### config.mk
export PLATFORM = sky130hd
export DESIGN_NAME = scaled_glyph_to_packed_pixels
export DESIGN_NICKNAME = d
export VERILOG_FILES = /design/src/rtl/sgp_pkg.sv /design/src/rtl/sgp_front.sv /design/src/rtl/sgp_cmd_queue.sv /design/src/rtl/sgp_back.sv /design/src/rtl/scaled_glyph_to_packed_pixels.sv
export SDC_FILE = /design/constraint.sdc
export NUM_CORES = 1
export LEC_CHECK = 0
export ABC_AREA = 1
export BUFFER_PORTS_ARGS = -buffer_cell sky130_fd_sc_hd__buf_2
export CAP_MARGIN = 0
export CORE_AREA = 8 8 239 241
export DETAILED_ROUTE_END_ITERATION = 7
export DIE_AREA = 0 0 247 249
export SLEW_MARGIN = 5
export SYNTH_ARGS = -nofsm -noshare
export SYNTH_HDL_FRONTEND = slang
export SYNTH_SLANG_ARGS = --single-unit
### constraint.sdc
create_clock -name clock -period 4.3 [get_ports clock]
set_input_delay 0.43 -clock clock [delete_from_list [all_inputs] [get_ports clock]]
set_output_delay 0.43 -clock clock [all_outputs]
set_load 0.05 [all_outputs]
### src/rtl/sgp_pkg.sv
// Shared types, font tables and glyph lookup for the scaled glyph expander.
package sgp_pkg;

   // Font geometry
   localparam int GLYPH_COUNT = 37;
   localparam int SLOT_W      = $clog2(GLYPH_COUNT);

   // Character codes that select a glyph
   localparam logic [7:0] CHAR_ZERO = 8'h30;
   localparam logic [7:0] CHAR_NINE = 8'h39;
   localparam logic [7:0] CHAR_A    = 8'h41;
   localparam logic [7:0] CHAR_Z    = 8'h5A;
   localparam logic [7:0] CHAR_DASH = 8'h2D;

   // Glyph slots that are not letters
   localparam logic [SLOT_W-1:0] SLOT_DASH  = SLOT_W'(16);
   localparam logic [SLOT_W-1:0] SLOT_DIGIT = SLOT_W'(17);

   // Register indexes on the configuration port
   localparam logic [1:0] REG_FG_COLOR = 2'd0;
   localparam logic [1:0] REG_BG_COLOR = 2'd1;
   localparam logic [1:0] REG_SCALE    = 2'd2;

   // Font rows, glyph row r in bits [8r+7:8r], leftmost pixel in bit 7 of the row
   localparam logic [63:0] FONT_ROM [0:GLYPH_COUNT-1] = '{
      64'h0066667E66663C18, 64'h007C66667C66667C, 64'h003C66606060663C,
      64'h007E60607C60607E, 64'h003C66666E60663C, 64'h006666667E666666,
      64'h003C18181818183C, 64'h00666C7870786C66, 64'h007E606060606060,
      64'h006363636B7F7763, 64'h003C66666666663C, 64'h006060607C66667C,
      64'h00666C787C66667C, 64'h003C66063C60663C, 64'h001818181818187E,
      64'h00183C6666666666, 64'h000000007E000000, 64'h003C66767E6E663C,
      64'h007E181818183818, 64'h007E60301C06663C, 64'h003C66061C06663C,
      64'h000C0C7E6C3C1C0C, 64'h003C6606067C607E, 64'h003C66667C60663C,
      64'h00303030180C067E, 64'h003C66663C66663C, 64'h003C66063E66663C,
      64'h0066663C183C6666, 64'h007C66666666667C, 64'h006363676F7B7363,
      64'h003C666666666666, 64'h0063777F6B636363, 64'h001818183C666666,
      64'h006060607C60607E, 64'h003C66660606061E, 64'h00366C666666663C,
      64'h007E6030180C067E
   };

   // Glyph slot for letters A to Z
   localparam logic [SLOT_W-1:0] LETTER_SLOT [0:25] = '{
      SLOT_W'(0),  SLOT_W'(1),  SLOT_W'(2),  SLOT_W'(28), SLOT_W'(3),  SLOT_W'(33),
      SLOT_W'(4),  SLOT_W'(5),  SLOT_W'(6),  SLOT_W'(34), SLOT_W'(7),  SLOT_W'(8),
      SLOT_W'(9),  SLOT_W'(29), SLOT_W'(10), SLOT_W'(11), SLOT_W'(35), SLOT_W'(12),
      SLOT_W'(13), SLOT_W'(14), SLOT_W'(30), SLOT_W'(15), SLOT_W'(31), SLOT_W'(27),
      SLOT_W'(32), SLOT_W'(36)
   };

   // One character as handed from the front end to the drawing engine
   typedef struct packed {
      logic [63:0] glyph;
      logic [3:0]  fg_color;
      logic [3:0]  bg_color;
      logic [2:0]  scale;
      logic [7:0]  cursor_x;
      logic [7:0]  line_y;
   } cmd_type;

   // Glyph rows for a character code; unsupported codes give a blank cell
   function automatic logic [63:0] glyph_bits(input logic [7:0] code);
      logic [63:0] bits;
      bits = '0;
      if (code >= CHAR_ZERO && code <= CHAR_NINE) begin
         bits = FONT_ROM[SLOT_DIGIT + SLOT_W'(code[3:0])];
      end else if (code >= CHAR_A && code <= CHAR_Z) begin
         bits = FONT_ROM[LETTER_SLOT[5'(code - CHAR_A)]];
      end else if (code == CHAR_DASH) begin
         bits = FONT_ROM[SLOT_DASH];
      end
      return bits;
   endfunction

endpackage

### src/rtl/sgp_front.sv
// Front end: takes characters, tracks the cursor and builds draw commands.
module sgp_front #(
   parameter int MAX_SCALE = 4
) (
   input  logic            clock,
   input  logic            reset,
   input  logic            req_valid,
   output logic            req_stall,
   input  logic [7:0]      req_char_code,
   input  logic            req_first,
   input  logic [7:0]      req_start_x,
   input  logic [7:0]      req_start_y,
   input  logic [3:0]      fg_color,
   input  logic [3:0]      bg_color,
   input  logic [2:0]      scale,
   input  logic            queue_full,
   output logic            push_valid,
   output sgp_pkg::cmd_type push_cmd
);
   import sgp_pkg::*;

   logic [7:0] cursor_x_ff, cursor_x_in;
   logic [7:0] line_y_ff, line_y_in;
   logic [7:0] cur_x;
   logic [7:0] cur_y;
   logic [2:0] scale_clamped;
   logic       accept;

   assign req_stall  = queue_full;
   assign accept     = req_valid && !queue_full;
   assign push_valid = accept;

   // Clamp magnification to 1..MAX_SCALE
   always_comb begin
      scale_clamped = scale;
      if (scale == 3'd0) begin
         scale_clamped = 3'd1;
      end else if (scale > 3'(MAX_SCALE)) begin
         scale_clamped = 3'(MAX_SCALE);
      end
   end

   // Start of string reloads cursor and line origin
   assign cur_x = req_first ? req_start_x : cursor_x_ff;
   assign cur_y = req_first ? req_start_y : line_y_ff;

   always_comb begin
      push_cmd.glyph    = glyph_bits(req_char_code);
      push_cmd.fg_color = fg_color;
      push_cmd.bg_color = bg_color;
      push_cmd.scale    = scale_clamped;
      push_cmd.cursor_x = cur_x;
      push_cmd.line_y   = cur_y;
   end

   // Cursor moves by one scaled cell per character, wrapping at 8 bits
   always_comb begin
      cursor_x_in = cursor_x_ff;
      line_y_in   = line_y_ff;
      if (accept) begin
         cursor_x_in = 8'(cur_x + {2'b00, scale_clamped, 3'b000});
         line_y_in   = cur_y;
      end
   end

   always_ff @(posedge clock) begin
      if (reset) begin
         cursor_x_ff <= '0;
         line_y_ff   <= '0;
      end else begin
         cursor_x_ff <= cursor_x_in;
         line_y_ff   <= line_y_in;
      end
   end

endmodule

### src/rtl/sgp_cmd_queue.sv
// Two-entry command queue between the front end and the drawing engine.
module sgp_cmd_queue (
   input  logic            clock,
   input  logic            reset,
   input  logic            push_valid,
   input  sgp_pkg::cmd_type push_cmd,
   output logic            full,
   input  logic            pop,
   output logic            pop_valid,
   output sgp_pkg::cmd_type pop_cmd
);
   import sgp_pkg::*;

   localparam int DEPTH = 2;

   cmd_type    entry_ff [DEPTH];
   logic       wr_ptr_ff, wr_ptr_in;
   logic       rd_ptr_ff, rd_ptr_in;
   logic [1:0] count_ff, count_in;
   logic       do_push;
   logic       do_pop;

   assign full      = (count_ff == 2'(DEPTH));
   assign pop_valid = (count_ff != 2'd0);
   assign pop_cmd   = entry_ff[rd_ptr_ff];
   assign do_push   = push_valid && !full;
   assign do_pop    = pop && pop_valid;

   // Pointer and fill tracking
   always_comb begin
      wr_ptr_in = do_push ? !wr_ptr_ff : wr_ptr_ff;
      rd_ptr_in = do_pop ? !rd_ptr_ff : rd_ptr_ff;
      count_in  = count_ff;
      if (do_push && !do_pop) begin
         count_in = count_ff + 2'd1;
      end else if (do_pop && !do_push) begin
         count_in = count_ff - 2'd1;
      end
   end

   always_ff @(posedge clock) begin
      if (reset) begin
         wr_ptr_ff <= 1'b0;
         rd_ptr_ff <= 1'b0;
         count_ff  <= '0;
      end else begin
         wr_ptr_ff <= wr_ptr_in;
         rd_ptr_ff <= rd_ptr_in;
         count_ff  <= count_in;
      end
   end

   // Entry storage
   always_ff @(posedge clock) begin
      if (do_push) begin
         entry_ff[wr_ptr_ff] <= push_cmd;
      end
   end

endmodule

### src/rtl/sgp_back.sv
// Drawing engine: walks a command's scanlines and chunks, one chunk a cycle unless stalled.
module sgp_back #(
   parameter int MAX_SCALE = 4,
   parameter int ROW_BYTES = 128
) (
   input  logic            clock,
   input  logic            reset,
   input  logic            cmd_valid,
   input  sgp_pkg::cmd_type cmd,
   output logic            cmd_pop,
   output logic            rsp_valid,
   input  logic            rsp_stall,
   output logic [14:0]     rsp_vram_address,
   output logic [63:0]     rsp_pixel_bytes,
   output logic [3:0]      rsp_byte_count,
   output logic            rsp_last_of_char
);
   import sgp_pkg::*;

   localparam int NCHUNK = (4 * MAX_SCALE + 7) / 8;
   localparam int CW     = (NCHUNK > 1) ? $clog2(NCHUNK) : 1;
   localparam int SW     = (MAX_SCALE > 1) ? $clog2(MAX_SCALE) : 1;
   localparam int EW     = 16 * NCHUNK;
   localparam logic [8:0] ROW_BYTES_W = 9'(ROW_BYTES);

   cmd_type     cmd_ff, cmd_in;
   logic        busy_ff, busy_in;
   logic [2:0]  gr_ff, gr_in;
   logic [SW-1:0] sv_ff, sv_in;
   logic [CW-1:0] chunk_ff, chunk_in;
   logic [7:0]  row_ff, row_in;

   logic        out_valid_ff, out_valid_in;
   logic [14:0] addr_ff, addr_in;
   logic [63:0] bytes_ff, bytes_in;
   logic [3:0]  count_ff, count_in;
   logic        last_ff, last_in;

   logic        advance;
   logic        fire;
   logic        chunk_last;
   logic        line_last;
   logic        char_last;
   logic        load;
   logic [7:0]  row_bits;
   logic [EW-1:0] expanded;
   logic [EW-1:0] shifted;
   logic [15:0] pix;
   logic [5:0]  remain;
   logic [16:0] addr_sum;

   assign advance = !out_valid_ff || !rsp_stall;
   assign fire    = busy_ff && advance;

   // Position within the character
   assign chunk_last = ({3'b000, chunk_ff, 1'b0} + 5'd2) >= {2'b00, cmd_ff.scale};
   assign line_last  = (3'(sv_ff) == cmd_ff.scale - 3'd1);
   assign char_last  = (gr_ff == 3'd7) && line_last && chunk_last;
   assign load       = cmd_valid && (!busy_ff || (fire && char_last));
   assign cmd_pop    = load;

   // Widen the current glyph row by the scale factor, pixel 0 leftmost
   assign row_bits = cmd_ff.glyph[{gr_ff, 3'b000} +: 8];

   always_comb begin
      expanded = '0;
      case (cmd_ff.scale)
         3'd2: begin
            for (int p = 0; p < EW; p++) begin
               if (p < 16) expanded[p] = row_bits[3'(7 - p / 2)];
            end
         end
         3'd3: begin
            for (int p = 0; p < EW; p++) begin
               if (p < 24) expanded[p] = row_bits[3'(7 - p / 3)];
            end
         end
         3'd4: begin
            for (int p = 0; p < EW; p++) begin
               if (p < 32) expanded[p] = row_bits[3'(7 - p / 4)];
            end
         end
         default: begin
            for (int p = 0; p < EW; p++) begin
               if (p < 8) expanded[p] = row_bits[3'(7 - p)];
            end
         end
      endcase
   end

   // Pick the sixteen pixels of this chunk and pack them into bytes
   assign shifted = expanded >> {chunk_ff, 4'b0000};
   assign pix     = shifted[15:0];
   assign remain  = {1'b0, cmd_ff.scale, 2'b00} - 6'({chunk_ff, 3'b000});

   always_comb begin
      count_in = (remain > 6'd8) ? 4'd8 : remain[3:0];
      bytes_in = '0;
      for (int k = 0; k < 8; k++) begin
         if (4'(k) < count_in) begin
            bytes_in[8*k+4 +: 4] = pix[2*k]     ? cmd_ff.fg_color : cmd_ff.bg_color;
            bytes_in[8*k   +: 4] = pix[2*k + 1] ? cmd_ff.fg_color : cmd_ff.bg_color;
         end
      end
   end

   // Framebuffer address of the chunk, wrapping at 15 bits
   assign addr_sum = {9'b0, row_ff} * {8'b0, ROW_BYTES_W}
                   + {10'b0, cmd_ff.cursor_x[7:1]}
                   + 17'({chunk_ff, 3'b000});
   assign addr_in  = addr_sum[14:0];
   assign last_in  = char_last;

   // Walk chunks, then scanlines, then glyph rows
   always_comb begin
      cmd_in   = cmd_ff;
      busy_in  = busy_ff;
      gr_in    = gr_ff;
      sv_in    = sv_ff;
      chunk_in = chunk_ff;
      row_in   = row_ff;
      if (load) begin
         cmd_in   = cmd;
         busy_in  = 1'b1;
         gr_in    = '0;
         sv_in    = '0;
         chunk_in = '0;
         row_in   = cmd.line_y;
      end else if (fire) begin
         if (char_last) begin
            busy_in = 1'b0;
         end
         if (chunk_last) begin
            chunk_in = '0;
            row_in   = row_ff + 8'd1;
            if (line_last) begin
               sv_in = '0;
               gr_in = gr_ff + 3'd1;
            end else begin
               sv_in = sv_ff + SW'(1);
            end
         end else begin
            chunk_in = chunk_ff + CW'(1);
         end
      end
   end

   // Output register holds its transaction while the receiver stalls
   assign out_valid_in = advance ? busy_ff : out_valid_ff;

   always_ff @(posedge clock) begin
      if (reset) begin
         busy_ff      <= 1'b0;
         out_valid_ff <= 1'b0;
      end else begin
         busy_ff      <= busy_in;
         out_valid_ff <= out_valid_in;
      end
   end

   always_ff @(posedge clock) begin
      cmd_ff   <= cmd_in;
      gr_ff    <= gr_in;
      sv_ff    <= sv_in;
      chunk_ff <= chunk_in;
      row_ff   <= row_in;
      if (fire) begin
         addr_ff  <= addr_in;
         bytes_ff <= bytes_in;
         count_ff <= count_in;
         last_ff  <= last_in;
      end
   end

   assign rsp_valid        = out_valid_ff;
   assign rsp_vram_address = addr_ff;
   assign rsp_pixel_bytes  = bytes_ff;
   assign rsp_byte_count   = count_ff;
   assign rsp_last_of_char = last_ff;

endmodule

### src/rtl/scaled_glyph_to_packed_pixels.sv
// Top level of the scaled glyph expander with its configuration registers.
//
// Usage: each req_ transaction carries one character code; req_first starts a
// new string at req_start_x / req_start_y. Each character yields 8*scale
// scanlines of 4*scale bytes, sent as rsp_ transactions of up to 8 bytes with
// their framebuffer address; rsp_last_of_char marks the final chunk.
// Results per character: 8, 16, 48 or 64 for scale 1..4, one per cycle while
// rsp_stall is low, set by the drawing engine's chunk walker, which starts the
// next queued character in the cycle after the last chunk of the previous one.
// When idle, the engine loads an accepted character from the command queue and
// registers its first chunk with rsp_valid. Input acceptance is one per cycle
// while the two-entry command queue has room.
// Registers (fg_color, bg_color, scale), written over the APB-style port, reset
// to 15, 0 and 1. Write them while the block is idle; it does not enforce this.
// Reset empties the queue and the output register and clears cursor and line.
// While rsp_stall is high the output chunk holds, the engine pauses, the
// queue fills and then req_stall rises.
module scaled_glyph_to_packed_pixels #(
   parameter int MAX_SCALE = 4,
   parameter int ROW_BYTES = 128
) (
   input  logic        clock,
   input  logic        reset,
   input  logic        req_valid,
   output logic        req_stall,
   input  logic [7:0]  req_char_code,
   input  logic        req_first,
   input  logic [7:0]  req_start_x,
   input  logic [7:0]  req_start_y,
   output logic        rsp_valid,
   input  logic        rsp_stall,
   output logic [14:0] rsp_vram_address,
   output logic [63:0] rsp_pixel_bytes,
   output logic [3:0]  rsp_byte_count,
   output logic        rsp_last_of_char,
   input  logic        psel,
   input  logic        penable,
   input  logic        pwrite,
   input  logic [3:0]  paddr,
   input  logic [31:0] pwdata,
   output logic [31:0] prdata,
   output logic        pready
);
   import sgp_pkg::*;

   logic [3:0] fg_color_ff, fg_color_in;
   logic [3:0] bg_color_ff, bg_color_in;
   logic [2:0] scale_ff, scale_in;
   logic       csr_write;
   logic [1:0] reg_index;

   cmd_type    push_cmd;
   cmd_type    pop_cmd;
   logic       push_valid;
   logic       queue_full;
   logic       pop_valid;
   logic       cmd_pop;

   // Configuration registers
   assign pready    = 1'b1;
   assign csr_write = psel && penable && pwrite;
   assign reg_index = paddr[3:2];

   always_comb begin
      fg_color_in = fg_color_ff;
      bg_color_in = bg_color_ff;
      scale_in    = scale_ff;
      if (csr_write) begin
         case (reg_index)
            REG_FG_COLOR: fg_color_in = pwdata[3:0];
            REG_BG_COLOR: bg_color_in = pwdata[3:0];
            REG_SCALE:    scale_in    = pwdata[2:0];
            default: ;
         endcase
      end
   end

   always_comb begin
      case (reg_index)
         REG_FG_COLOR: prdata = {28'b0, fg_color_ff};
         REG_BG_COLOR: prdata = {28'b0, bg_color_ff};
         REG_SCALE:    prdata = {29'b0, scale_ff};
         default:      prdata = '0;
      endcase
   end

   always_ff @(posedge clock) begin
      if (reset) begin
         fg_color_ff <= 4'd15;
         bg_color_ff <= 4'd0;
         scale_ff    <= 3'd1;
      end else begin
         fg_color_ff <= fg_color_in;
         bg_color_ff <= bg_color_in;
         scale_ff    <= scale_in;
      end
   end

   // Front end, command queue and drawing engine
   sgp_front #(
      .MAX_SCALE(MAX_SCALE)
   ) u_front (
      .clock         (clock),
      .reset         (reset),
      .req_valid     (req_valid),
      .req_stall     (req_stall),
      .req_char_code (req_char_code),
      .req_first     (req_first),
      .req_start_x   (req_start_x),
      .req_start_y   (req_start_y),
      .fg_color      (fg_color_ff),
      .bg_color      (bg_color_ff),
      .scale         (scale_ff),
      .queue_full    (queue_full),
      .push_valid    (push_valid),
      .push_cmd      (push_cmd)
   );

   sgp_cmd_queue u_queue (
      .clock      (clock),
      .reset      (reset),
      .push_valid (push_valid),
      .push_cmd   (push_cmd),
      .full       (queue_full),
      .pop        (cmd_pop),
      .pop_valid  (pop_valid),
      .pop_cmd    (pop_cmd)
   );

   sgp_back #(
      .MAX_SCALE(MAX_SCALE),
      .ROW_BYTES(ROW_BYTES)
   ) u_back (
      .clock            (clock),
      .reset            (reset),
      .cmd_valid        (pop_valid),
      .cmd              (pop_cmd),
      .cmd_pop          (cmd_pop),
      .rsp_valid        (rsp_valid),
      .rsp_stall        (rsp_stall),
      .rsp_vram_address (rsp_vram_address),
      .rsp_pixel_bytes  (rsp_pixel_bytes),
      .rsp_byte_count   (rsp_byte_count),
      .rsp_last_of_char (rsp_last_of_char)
   );

endmodule
==> results.md <==
- Critical path capture point type: flop
- Core Util, Final: 28.3%
- Detailed Route WL: 34.4 mm
- CP Class: input port to flop
- Antenna Diode Count: 0
- Final Hold Violating Endpoints: 0
- Worst-case register-to-register setup slack: 1.24 ns
- Fin Clk Skew: 0.0181 ns
- CP Max Fanout: 9
- Max-cap violations: 0
- Fraction of the yosys area taken by sequential cells: 52.7%
- Number of distinct library cell variants in the gate-level netlist after synthesis: 49
- Final routed DRC violation total: 0
- Max-slew violation count: 0
- Most common cell after layout, fill and taps aside: sky130_fd_sc_hd__nand2_1
- Number of violations reported at the end of detailed-routing iteration 0: 601
- Horizontal die dimension: 247 um
- Worst Hold Path EP: fg_color_ff[3]
- Filler cell count: 5593
- Global-route wire length before repair: 53.5 mm
- Worst Max-Slew Pin Slew: 0.956 ns
- Number of antenna-violating nets in the routed design: 0
- Met2 demand-to-capacity share in global routing: 18.4%
- Height of the die: 249 um
- Global-route track usage on met3: 1.49%
- Ys Warns: 0
- Clock buffer count from CTS: 25
- P&R area growth vs syn: 14.1%
- Cell repeated most along the worst path: sky130_fd_sc_hd__nand3_1
- Via Count: 10400
- # IOs: 187
- Biggest area consumer among synthesized cells: sky130_fd_sc_hd__edfxtp_1
- Worst-case vdd ir drop: 0.340 mV
- Number of H-tree levels: 1
- Clk root buf: sky130_fd_sc_hd__clkbuf_16
- Number of iterations in the first detailed-routing pass: 5
- Placed wire-length estimate: 25.2 mm
- Worst min path class: input port to flop
- Outcome: finished, final reports clean
- Post-Route Setup TNS: 0 ns
- Maximum clock frequency: 0.303 GHz
- Clock insertion delay at the later pin of the skew report: 0.55 ns
- Design Power: 10200 uW
- Most used cells in the layout excluding fill and tap cells: sky130_fd_sc_hd__nand2_1, sky130_fd_sc_hd__edfxtp_1, sky130_fd_sc_hd__buf_2
- Unrepaired setup endpoints after global routing: false
- R2r startpoint: u_back.chunk_ff
- Proportion of layout cells with a drive suffix above 1: 14.4%
- Total power divided by cell area: 675 nW/um^2
- Hold-fix buffers, CTS: 0
- Row count: 85
- Worst path cell trace: buf_2 -> inv_2 -> ha_1 -> inv_1 -> ha_1 -> inv_2 -> nand2_1 -> o21ai_0 -> o21ai_0 -> nand2_1 -> buf_4 -> ha_1 -> inv_1 -> nand3_1 -> nor2_1 -> nor2_1 -> o21ai_1 -> nand3_1 -> nand3_1 -> nand3_1
- Startpoint Class: input port
- Overall track demand over capacity in global routing: 10.6%
- Maximum clock insertion buffer count: 3
- Vias in the first global route: 9957
- Largest stage delay on the critical path: 0.43 ns
- Fraction of met1 tracks used by global routing: 13.6%
- Gate count after technology mapping: 1527
- Critical path arrival: 3.58 ns
- Area contributors post-synth: sky130_fd_sc_hd__edfxtp_1, sky130_fd_sc_hd__nand2_1, sky130_fd_sc_hd__dfxtp_1
- Slowest cell on the critical path: sky130_fd_sc_hd__ha_1
- Final period utilization: 76.8%
- Sinks on Clock Net: 245
- Leakage: 0.00644 uW
- Hold depth: 3
- Average vias per placed instance: 4.47
- Post-Syn Area per Cell: 8.65 sq um
- Routed wirelength normalized by instance count: 14.7 um
- Total Die Area: 61500 sq um
- CP required: 4.58 ns
- Top-area cell type share of the netlist area: 46.8%
- Maximum number of pins on one net before global-route repair: 66
- Initial cell density of the core: 24.8%
- Setup violations, final: 0
- Number of buffers added for setup after CTS: 0
- Clock-pin slew on the worst setup and hold paths: 0.06 ns
- Netlist area before placement: 13200 sq um
- Relative slew slack: 35.4%
- Depth of the most critical reg-to-reg path: 10
- Startpoint of the worst hold path: pwdata[3]
- Clock tree from TritonCTS: done
- Synthesis-stage register bit count: 245
- Initial antenna violation count: 0
- Sum of overflow across all layers after global routing: 0
- Final critical delay including setup and external delays: 3.30 ns
- Count of cells resized by post-cts repair: 0
- Final Wtd Congestion: 0.867
- I/O Buffers: 124
- Reg-to-reg endpoint: u_back.cmd_ff[26]
- Area of the placeable core: 53300 sq um
- Net count, final: 1722
- Most Used Layer, Global Route: met2
[where the power goes]
group,internal (uW),total (uW),switching (uW),leakage [uW]
sequential,3580,3940,359,0.00225
combinational,1010,4250,3240,0.00382
clock,1090,1980,889,0.000366
[cell usage after synthesis (all sizes together)]
| cell type | number |
|---|---|
| o21ai | 145 |
| xnor2 | 8 |
| fa | 1 |
| a21oi | 103 |
| nand2 | 465 |
| inv | 123 |
| mux2 | 2 |
| and2 | 1 |
| o221ai | 2 |
| conb | 2 |
| clkbuf | 34 |
| a211oi | 2 |
| xor2 | 12 |
| clkinv | 1 |
| buf | 77 |
| ha | 35 |
| edfxtp | 206 |
| nor3 | 7 |
| a22o | 2 |
| nor2 | 120 |
| nand3 | 104 |
| dfxtp | 39 |
| o41ai | 1 |
| o21a | 1 |
| o31ai | 8 |
| a31oi | 6 |
| o211ai | 14 |
| nor4 | 1 |
| o311ai | 2 |
| or2 | 2 |
| nand4 | 1 |
[worst max-delay path by stage]
stage | slack, ns | to | start | depth (start not counted)
detailed placement | 0.53 | u_queue.entry_ff[1][68] | req_char_code[0] | 22
global route | 0.67 | u_queue.entry_ff[1][53] | req_char_code[0] | 22
floorplan | 0.87 | u_back.row_ff[0] | u_back.rsp_valid | 9
global placement | 0.54 | u_queue.entry_ff[0][53] | req_char_code[0] | 22
finish | 1.0 | u_queue.entry_ff[0][52] | req_char_code[0] | 20
CTS | 1.10 | u_queue.entry_ff[0][68] | req_char_code[0] | 22
[logic make-up (layout without fill, tap and decap cells)]
family / after synthesis / in the layout / share of synthesized area (%)
buf+inv: 235 / 315 / 8.65
simple gates: 701 / 701 / 21.8
mux: 2 / 2 / 0.170
flops: 245 / 245 / 52.7
compound gates: 286 / 286 / 11.8
other cells: 2 / 31 / 0.0568
xor+xnor: 20 / 20 / 1.33
fa+ha+maj: 36 / 36 / 3.47
[through the flow]
stage	hold WS [ns]	instance area [sq um]	setup slack (ns)	std cells
after global placement	0.412	14300	0.537	2287
after CTS	0.103	15100	1.10	2332
final	0.132	15100	0.998	2332
after floorplan	0.400	13300	0.874	1556
after global routing	0.123	15100	0.673	2332
after detailed placement	0.406	14300	0.526	2287
[metal layers]
metal | vias up | wire, um | share of wire (%)
li1 | 5217 | - | -
met1 | 4927 | 15400 | 45
met2 | 226 | 16700 | 49
met3 | 51 | 1400 | 4.1
met4 | 0 | 828 | 2.4
met5 | - | 0 | 0
[registers in the layout, summed over array words and instances (netlist names), 2 cells and up, named ones only]
| register | count |
|---|---|
| u_queue.entry_ff | 96 |
| u_back.rsp_pixel_bytes | 44 |
| u_back.cmd_ff | 40 |
| u_back.rsp_vram_address | 15 |
| u_back.row_ff | 8 |
| u_front.line_y_ff | 8 |
| u_front.cursor_x_ff | 7 |
| bg_color_ff | 4 |
| fg_color_ff | 4 |
| scale_ff | 3 |
| u_back.gr_ff | 3 |
| u_back.rsp_byte_count | 2 |
| u_back.sv_ff | 2 |
| u_queue.count_ff | 2 |
[final cells by class]
| type | count | area, sq um | share of cell area (%) |
|---|---|---|---|
| clock buffers | 33 | 666 | 4.41 |
| clock inverters | 12 | 73.8 | 0.490 |
| inverters | 124 | 468 | 3.10 |
| multi-input cells | 1076 | 5240 | 34.7 |
| flip-flops and latches | 245 | 6970 | 46.2 |
| well taps | 696 | 871 | 5.77 |
| repair buffers | 146 | 798 | 5.29 |
[worst max-delay path: cells and delay by family]
kind                     cells  cell delay, ns
AO/OA/AOI/OAI                3            0.37
AND/OR/NAND/NOR              8            0.97
adder cells (fa/ha/maj)      3            0.98
buffers and inverters        6            0.84
Power figures use the tool's default switching activity.
